**config.mk**
```make
export PLATFORM = sky130hd
export DESIGN_NAME = mtl_seq
export DESIGN_NICKNAME = d
export VERILOG_FILES = /design/src/sv/mtl_pkg.sv /design/src/sv/mtl_seq.sv
export SDC_FILE = /design/constraint.sdc
export NUM_CORES = 1
export LEC_CHECK = 0
export BUFFER_PORTS_ARGS = -buffer_cell sky130_fd_sc_hd__buf_2
export CORE_AREA = 2 2 39 41
export DETAILED_ROUTE_END_ITERATION = 6
export DIE_AREA = 0 0 41 43
export MAX_ROUTING_LAYER = met4
export PLACE_DENSITY = 0.49
export SYNTH_ARGS = -nofsm -noshare
export SYNTH_HDL_FRONTEND = slang
export SYNTH_SLANG_ARGS = --single-unit
```
**constraint.sdc**
```tcl
create_clock -name i_clk -period 1.95 [get_ports i_clk]
set_input_delay 0.39 -clock i_clk [delete_from_list [all_inputs] [get_ports i_clk]]
set_output_delay 0.39 -clock i_clk [all_outputs]
set_load 0.005 [all_outputs]
```
**src/sv/mtl_pkg.sv**
```systemverilog
package mtl_pkg;

    localparam int MAX_EDGE     = 2048;
    localparam int MAX_LEVELS   = 12;
    localparam int ALIGN_TEXELS = 4;
    localparam int ALIGN_ROWS   = 2;
    localparam int PITCH_ALIGN  = 64;

    // field widths
    localparam int EDGE_IN_W = 16;
    localparam int LVL_W     = 4;
    localparam int OFF_W     = 25;
    localparam int PITCH_W   = 14;
    localparam int ROWS_W    = 13;

    // texel edges that survive validation fit here
    localparam int EDGE_W = $clog2(MAX_EDGE) + 1;
    // running row position and row sums
    localparam int Y_W    = ROWS_W + 1;
    localparam int PROD_W = Y_W + PITCH_W;

    typedef struct packed {
        logic [EDGE_IN_W-1:0] map_width;
        logic [EDGE_IN_W-1:0] map_height;
        logic [LVL_W-1:0]     level_count;
    } t_req;

    typedef struct packed {
        logic               ok;
        logic [LVL_W-1:0]   level_index;
        logic [OFF_W-1:0]   level_byte_offset;
        logic [PITCH_W-1:0] row_pitch;
        logic [ROWS_W-1:0]  total_rows;
        logic               last;
    } t_res;

    // microprogram
    localparam int STEP_W = 2;

    localparam logic [STEP_W-1:0] STEP_WAIT   = 2'd0;
    localparam logic [STEP_W-1:0] STEP_CHECK  = 2'd1;
    localparam logic [STEP_W-1:0] STEP_LEVEL  = 2'd2;
    localparam logic [STEP_W-1:0] STEP_REFUSE = 2'd3;

    typedef enum logic [1:0] {
        JC_ALWAYS,
        JC_IN_VALID,
        JC_REQ_OK,
        JC_MORE
    } t_jcond;

    typedef struct packed {
        logic              take_in;
        logic              setup;
        logic              emit_lvl;
        logic              emit_ref;
        t_jcond            jcond;
        logic [STEP_W-1:0] j_true;
        logic [STEP_W-1:0] j_false;
    } t_ctrl;

    typedef struct packed {
        logic in_valid;
        logic req_ok;
        logic more;
        logic out_free;
    } t_cond;

    function automatic t_ctrl ucode(input logic [STEP_W-1:0] pc);
        t_ctrl c;
        unique case (pc)
            STEP_WAIT:   c = '{1'b1, 1'b0, 1'b0, 1'b0, JC_IN_VALID, STEP_CHECK, STEP_WAIT};
            STEP_CHECK:  c = '{1'b0, 1'b1, 1'b0, 1'b0, JC_REQ_OK, STEP_LEVEL, STEP_REFUSE};
            STEP_LEVEL:  c = '{1'b0, 1'b0, 1'b1, 1'b0, JC_MORE, STEP_LEVEL, STEP_WAIT};
            STEP_REFUSE: c = '{1'b0, 1'b0, 1'b0, 1'b1, JC_ALWAYS, STEP_WAIT, STEP_WAIT};
        endcase
        return c;
    endfunction

    function automatic logic edge_ok(input logic [EDGE_IN_W-1:0] e);
        return (e != '0) && (e <= EDGE_IN_W'(MAX_EDGE)) && ((e & (e - 1'b1)) == '0);
    endfunction

endpackage

```
**src/sv/mtl_seq.sv**
```systemverilog
module mtl_seq (
    input  logic           i_clk,
    input  logic           i_rst_n,
    input  mtl_pkg::t_cond i_cond,
    output mtl_pkg::t_ctrl o_ctrl,
    output logic           o_go
);

    logic [mtl_pkg::STEP_W-1:0] r_pc;
    logic [mtl_pkg::STEP_W-1:0] n_pc;
    logic                       hit;

    assign o_ctrl = mtl_pkg::ucode(r_pc);
    // hold an emit step while the output register is still full
    assign o_go   = !((o_ctrl.emit_lvl || o_ctrl.emit_ref) && !i_cond.out_free);

    always_comb begin
        unique case (o_ctrl.jcond)
            mtl_pkg::JC_ALWAYS:   hit = 1'b1;
            mtl_pkg::JC_IN_VALID: hit = i_cond.in_valid;
            mtl_pkg::JC_REQ_OK:   hit = i_cond.req_ok;
            mtl_pkg::JC_MORE:     hit = i_cond.more;
        endcase
        if (!o_go) begin
            n_pc = r_pc;
        end else begin
            n_pc = hit ? o_ctrl.j_true : o_ctrl.j_false;
        end
    end

    always_ff @(posedge i_clk) begin
        if (!i_rst_n) begin
            r_pc <= mtl_pkg::STEP_WAIT;
        end else begin
            r_pc <= n_pc;
        end
    end

endmodule

```
==> metrics.csv, run 1 <==
metric,value,unit
share of layout cells above drive strength 1,50.00,%
final setup vio count,0,
endpoints failing hold,0,
PD cells,1152,mW/mm^2
CTS sink cnt,2,
Crit. End Element,output port,
static leakage,0.1856,nW
Seq pwr share,18.7,%
Clock transition at path regs,30,ps
crit path capture,o_go,
switching portion of total power,38.63,%
GRT met2 Usage,8.438,%
Psw,0.1476,mW
Crit-path slowest cell,dfxtp_1,
Int Power,0.2345,mW
met1 Track Usage GR,8.307,%
Critical Path Fanout Max,6,
Max Cap Viol,0,
Post-DRT Antenna Nets,0,
clock root cell,clkbuf_4,
Cells after Synth,27,
vias in the first global route,211,
pin count of the biggest net entering global routing,7,
CTS tree,done,
r2r setup slk,410,ps
main area contributors after synthesis,"ha_1 37%, dfxtp_1 17%, buf_4 13%",
post-route setup TNS,0,ps
Die X,41,um
Cell variety after synth,11,
setup repair after global routing missed its margin,false,
met3 global-route usage,4.712,%
Largest Register,r_pc,
chip height,43,um
RR Endpoint,r_pc[0],
Max stage delay on crit path,420,ps
relative slew slack,83.40,%
initial core utilization,17.27,%
hold_buf cts,0,
Setup Skew,3.782,ps
PortBufs,16,
status,completed,
Die ar.,0.001763,mm^2
"Remaining Overflow, GRT",0,
# H-tree levels,1,
Boundary Pins,17,
max reg flops,2,
worst endpoint data arrival time,1410,ps
register bit count reported by yosys,2,
worst skew pair latency,220,ps
CORE AREA,0.001384,mm^2
combinational power share,57.5,%
mapped cell area,239.0,um^2
r2r startpoint,r_pc[0],
gr busiest metal,met2,
Achievable Freq,555.4,MHz
Worst-Margin Slew,248.4,ps
Clock Power Share,23.8,%
first-pass GRT wire length,793,um
initial DRC count,1,
post-synthesis net count,40,
post-synth top area share,36.65,%
Synth area leader,ha_1,
Final nets,57,
Final GP Congestion,0.7823,
period utilization,92.34,%
WP data required,1560,ps
row count,14,
Syn-to-layout area delta,38.74,%
"Cell Chain, Critical Path","inv_1, ha_1, o21bai_1, buf_2",
post-CTS sizing,0,
Ant. Diodes,0,
Max IR drop VDD,0.3053,mV
register area share after synthesis,16.75,%
TritonRoute pass-1 iters,2,
WS Path Type,register to output port,
Syn Area/Cell,8.851,um^2
routed len/inst,8.741,um
routed wire length,507,um
Setup Buffers After CTS,0,
CTS buffer count,3,
crit start category,register,
gr usage total,7.290,%
Vias/cell,3.983,
Final Max Tran Viols,0,
initial antenna violation count,0,
"Design Area, Final",331.6,um^2
biggest registers after layout,r_pc (2),
DRC Markers,0,
Vias,231,
dpl cell area,309.0,um^2
Max clock buf depth,2,
Synth Warn #,0,
Final Critical Period,1801,ps
R2R depth,5,
crit path from,r_pc[0],
Hold Crit Class,primary input to register,
## cells by family (layout without fill, tap and decap cells)
kind of cell,count (synthesis),after routing,share of synthesized area (%)
AOI/OAI and AO/OA,10,10,26.71
adders and majority gates,7,7,36.65
buffers and inverters,7,22,17.28
DFF,2,2,16.75
and+or+nand+nor,1,1,2.619
## synthesized netlist by cell type
cell      instances
buf_4             4
inv_1             3
o21bai_1          1
or2_2             1
a21o_2            1
dfxtp_1           2
o31a_1            1
ha_1              7
a21oi_1           2
a22o_1            1
o21ai_0           4
## metal layers
layer	vias to the layer above	wire, um
li1	119	-
met4	0	0
met1	102	229
met5	-	0
met3	0	50
met2	10	227
## how the worst min path moves through the flow
stage,end,cells past startpoint,slack (ps),startpoint
floorplan,r_pc[0],2,530,i_rst_n
global placement,r_pc[0],2,620,r_pc[0]
detailed placement,r_pc[0],2,620,r_pc[0]
CTS,r_pc[0],3,410,i_rst_n
global route,r_pc[0],3,430,i_rst_n
finish,r_pc[0],3,420,i_rst_n
## layout by cell type, fill, tap and decap left out
| master | count |
|---|---|
| o31a_1 | 1 |
| a22o_1 | 1 |
| o21ai_0 | 4 |
| a21oi_1 | 2 |
| ha_1 | 7 |
| a21o_2 | 1 |
| clkbuf_4 | 3 |
| o21bai_1 | 1 |
| or2_2 | 1 |
| buf_2 | 16 |
| dfxtp_1 | 2 |
| inv_1 | 3 |
## area by class of cell
| type | instances | area, um^2 |
|---|---|---|
| Clock buffer | 3 | 22.52 |
| Fill cell | 156 | 1052 |
| Inverter | 3 | 11.26 |
| Multi-Input combinational cell | 18 | 157.7 |
| Sequential cell | 2 | 40.04 |
| Tap cell | 16 | 20.02 |
| Timing Repair Buffer | 16 | 80.08 |
## critical path, delay by kind of cell, from the launching register on
kind	cells	cell delay [ps]
flip-flops	1	420
AO/OA/AOI/OAI	1	250
buffers and inverters	2	270
adder cells (fa/ha/maj)	1	240
## power groups by stage
stage / clock, mW / combinational (mW) / sequential [mW]
detailed placement: 0 / 0.226 / 0.0720
CTS: 0.0963 / 0.227 / 0.0715
floorplan: 0 / 0.174 / 0.0676
finish: 0.0911 / 0.220 / 0.0715
global placement: 0 / 0.230 / 0.0717
global route: 0.101 / 0.254 / 0.0734
## through the flow
stage	cells	setup WS [ps]	power, mW	utilization [%]	hold slack, ps
final	58	149.4	0.3821	23.96	421.0
after global routing	58	12.63	0.4282	23.96	429.8
after CTS	58	127.7	0.3946	23.96	414.6
after detailed placement	55	371.6	0.2980	22.33	615.0
after global placement	55	387.1	0.3014	22.33	621.2
after floorplan	27	535.6	0.2416	-	528.4
No activity file was read; power rests on OpenSTA's default activity.
==> run 2: changes to the inputs <==
==> constraint.sdc (replaced) <==
create_clock -name i_clk -period 2.2 [get_ports i_clk]
set_input_delay 0.44 -clock i_clk [delete_from_list [all_inputs] [get_ports i_clk]]
set_output_delay 0.44 -clock i_clk [all_outputs]
set_load 0.005 [all_outputs]
==> run 2 against run 1 <==
Compared with the run above:
- routed wire length increased by 0.59%
- setup slack improved by 190 ps
- total power decreased by 11%
- via count decreased by 0.87%
- clock-buffer cell count unchanged
- critical endpoint unchanged
- largest power group unchanged
==> metrics.csv, run 2 (same netlist as run 1, synthesis figures left out) <==
metric,value,unit,change
WP buf/inv,2,,unchanged
Achievable Freq,537.3,MHz,
crit start category,register,,
"commonest non-fill, non-tap cell in the layout",buf_2,,
routed wire length,510,um,+0.59%
Post-DRT Antenna Nets,0,,unchanged
Boundary Pins,17,,unchanged
TritonRoute pass-1 iters,1,,-1
Syn-to-layout area delta,38.74,%,unchanged
endpoints failing hold,0,,unchanged
final setup vio count,0,,unchanged
"Cell Chain, Critical Path","inv_1, ha_1, o21bai_1, buf_2",,
post-route setup TNS,0,ps,unchanged
"commonest cells after routing, fill and taps aside","16 x buf_2, 7 x ha_1, 4 x o21ai_0, 3 x inv_1, 3 x clkbuf_4",,
"Remaining Overflow, GRT",0,,unchanged
Clock transition at path regs,30,ps,about the same
Die X,41,um,unchanged
Setup Skew,3.801,ps,+0.01957 ps
Final nets,57,,unchanged
# H-tree levels,1,,unchanged
WP data required,1760,ps,+200 ps
routed len/inst,8.793,um,+0.59%
storage element area,40.04,um^2,unchanged
PortBufs,16,,unchanged
initial antenna violation count,0,,unchanged
GRT met2 Usage,8.125,%,-0.31 points
Multi-input gate area,157.7,um^2,unchanged
clock root cell,clkbuf_4,,
vias in the first global route,201,,-4.7%
Final HPWL DP,428.3,um,
CTS sink cnt,2,,unchanged
WS Path Type,register to output port,,
Largest Register,r_pc,,
post-CTS sizing,0,,unchanged
period utilization,84.59,%,
Hold Crit Class,primary input to register,,
relative slew slack,83.41,%,about the same
Setup Buffers After CTS,0,,unchanged
met1 Track Usage GR,8.307,%,unchanged
CTS buffer count,3,,unchanged
gr busiest metal,met1,,
Inst Count DP,55,,unchanged
Max IR drop VDD,0.2736,mV,-10%
Vias/cell,3.948,,-0.87%
chip height,43,um,unchanged
Max clock buf depth,2,,unchanged
final cell count without fillers,58,,unchanged
initial DRC count,0,,-1
gr usage total,7.187,%,-0.10 points
biggest registers after layout,r_pc (2),,
Critical Path Fanout Max,6,,unchanged
static leakage,0.1856,nW,unchanged
PD cells,1021,mW/mm^2,-11%
met3 global-route usage,4.712,%,unchanged
setup repair after global routing missed its margin,false,,
status,completed,,
Vias,229,,-0.87%
initial core utilization,17.27,%,unchanged
Max stage delay on crit path,420,ps,about the same
Worst-Margin Slew,248.4,ps,-0.02980 ps
pin count of the biggest net entering global routing,7,,unchanged
CORE AREA,0.001384,mm^2,unchanged
max reg flops,2,,unchanged
worst skew pair latency,230,ps,about the same
Overall Power,0.3384,mW,-11%
r2r setup slk,660,ps,+250 ps
Final Max Tran Viols,0,,unchanged
Die ar.,0.001763,mm^2,unchanged
CTS tree,done,,
"delay-heaviest family, CP",flip-flops,,
first-pass GRT wire length,772,um,-2.6%
Crit-path slowest cell,dfxtp_1,,
row count,14,,unchanged
Crit. End Element,output port,,
Max Cap Viol,0,,unchanged
hold_buf cts,0,,unchanged
Ant. Diodes,0,,unchanged
Final Critical Period,1861,ps,
DRC Markers,0,,unchanged
Final GP Congestion,0.7820,,about the same
worst endpoint data arrival time,1420,ps,about the same
share of layout cells above drive strength 1,50.00,%,unchanged
filler instances,153,,-1.9%
-- run 2: worst register-to-register path, stage by stage, from the launching register on --
cell and delay (ps):
dfxtp_1 420, inv_1 110, ha_1 250, a22o_1 250, o31a_1 300, a21oi_1 150
-- run 2: final timing paths --
| kind | from | end | cells past startpoint |
|---|---|---|---|
| setup / recovery | r_pc[0] | o_go | 4 |
| hold reg to reg | r_pc[1] | r_pc[1] | 2 |
| setup reg to reg | r_pc[0] | r_pc[0] | 5 |
| hold / removal | i_rst_n | r_pc[0] | 3 |
-- run 2: stage by stage --
step                      cell area (um^2)  util (%)  hold slack (ps)  setup WS [ps]
final                                331.6     23.96            468.1          338.9
after global routing                 331.6     23.96            475.7          201.4
after CTS                            331.6     23.96            462.2          320.7
after detailed placement             309.0     22.33            615.4          566.6
after global placement               309.0     22.33            621.3          587.1
after floorplan                      239.0         -            559.1          743.7
-- run 2: area by class of cell --
cell class                 instances  share of cell area [%]
inverter                           3                   3.396
multi-input combinational         18                   47.55
tap                               16                   6.038
clock buffer                       3                   6.792
timing repair buffer              16                   24.15
sequential                         2                   12.08
-- run 2: power by group --
group          switching [mW]  total (mW)  internal (mW)
logic                  0.0933       0.194          0.100
registers              0.0159      0.0635         0.0476
clock network          0.0211      0.0813         0.0602
-- run 2: per-layer routing --
| metal | vias to the layer above | part of all wire (%) |
|---|---|---|
| li1 | 119 | - |
| met1 | 100 | 46 |
| met2 | 10 | 44 |
| met3 | 0 | 9.2 |
| met4 | 0 | 0 |
| met5 | - | 0 |
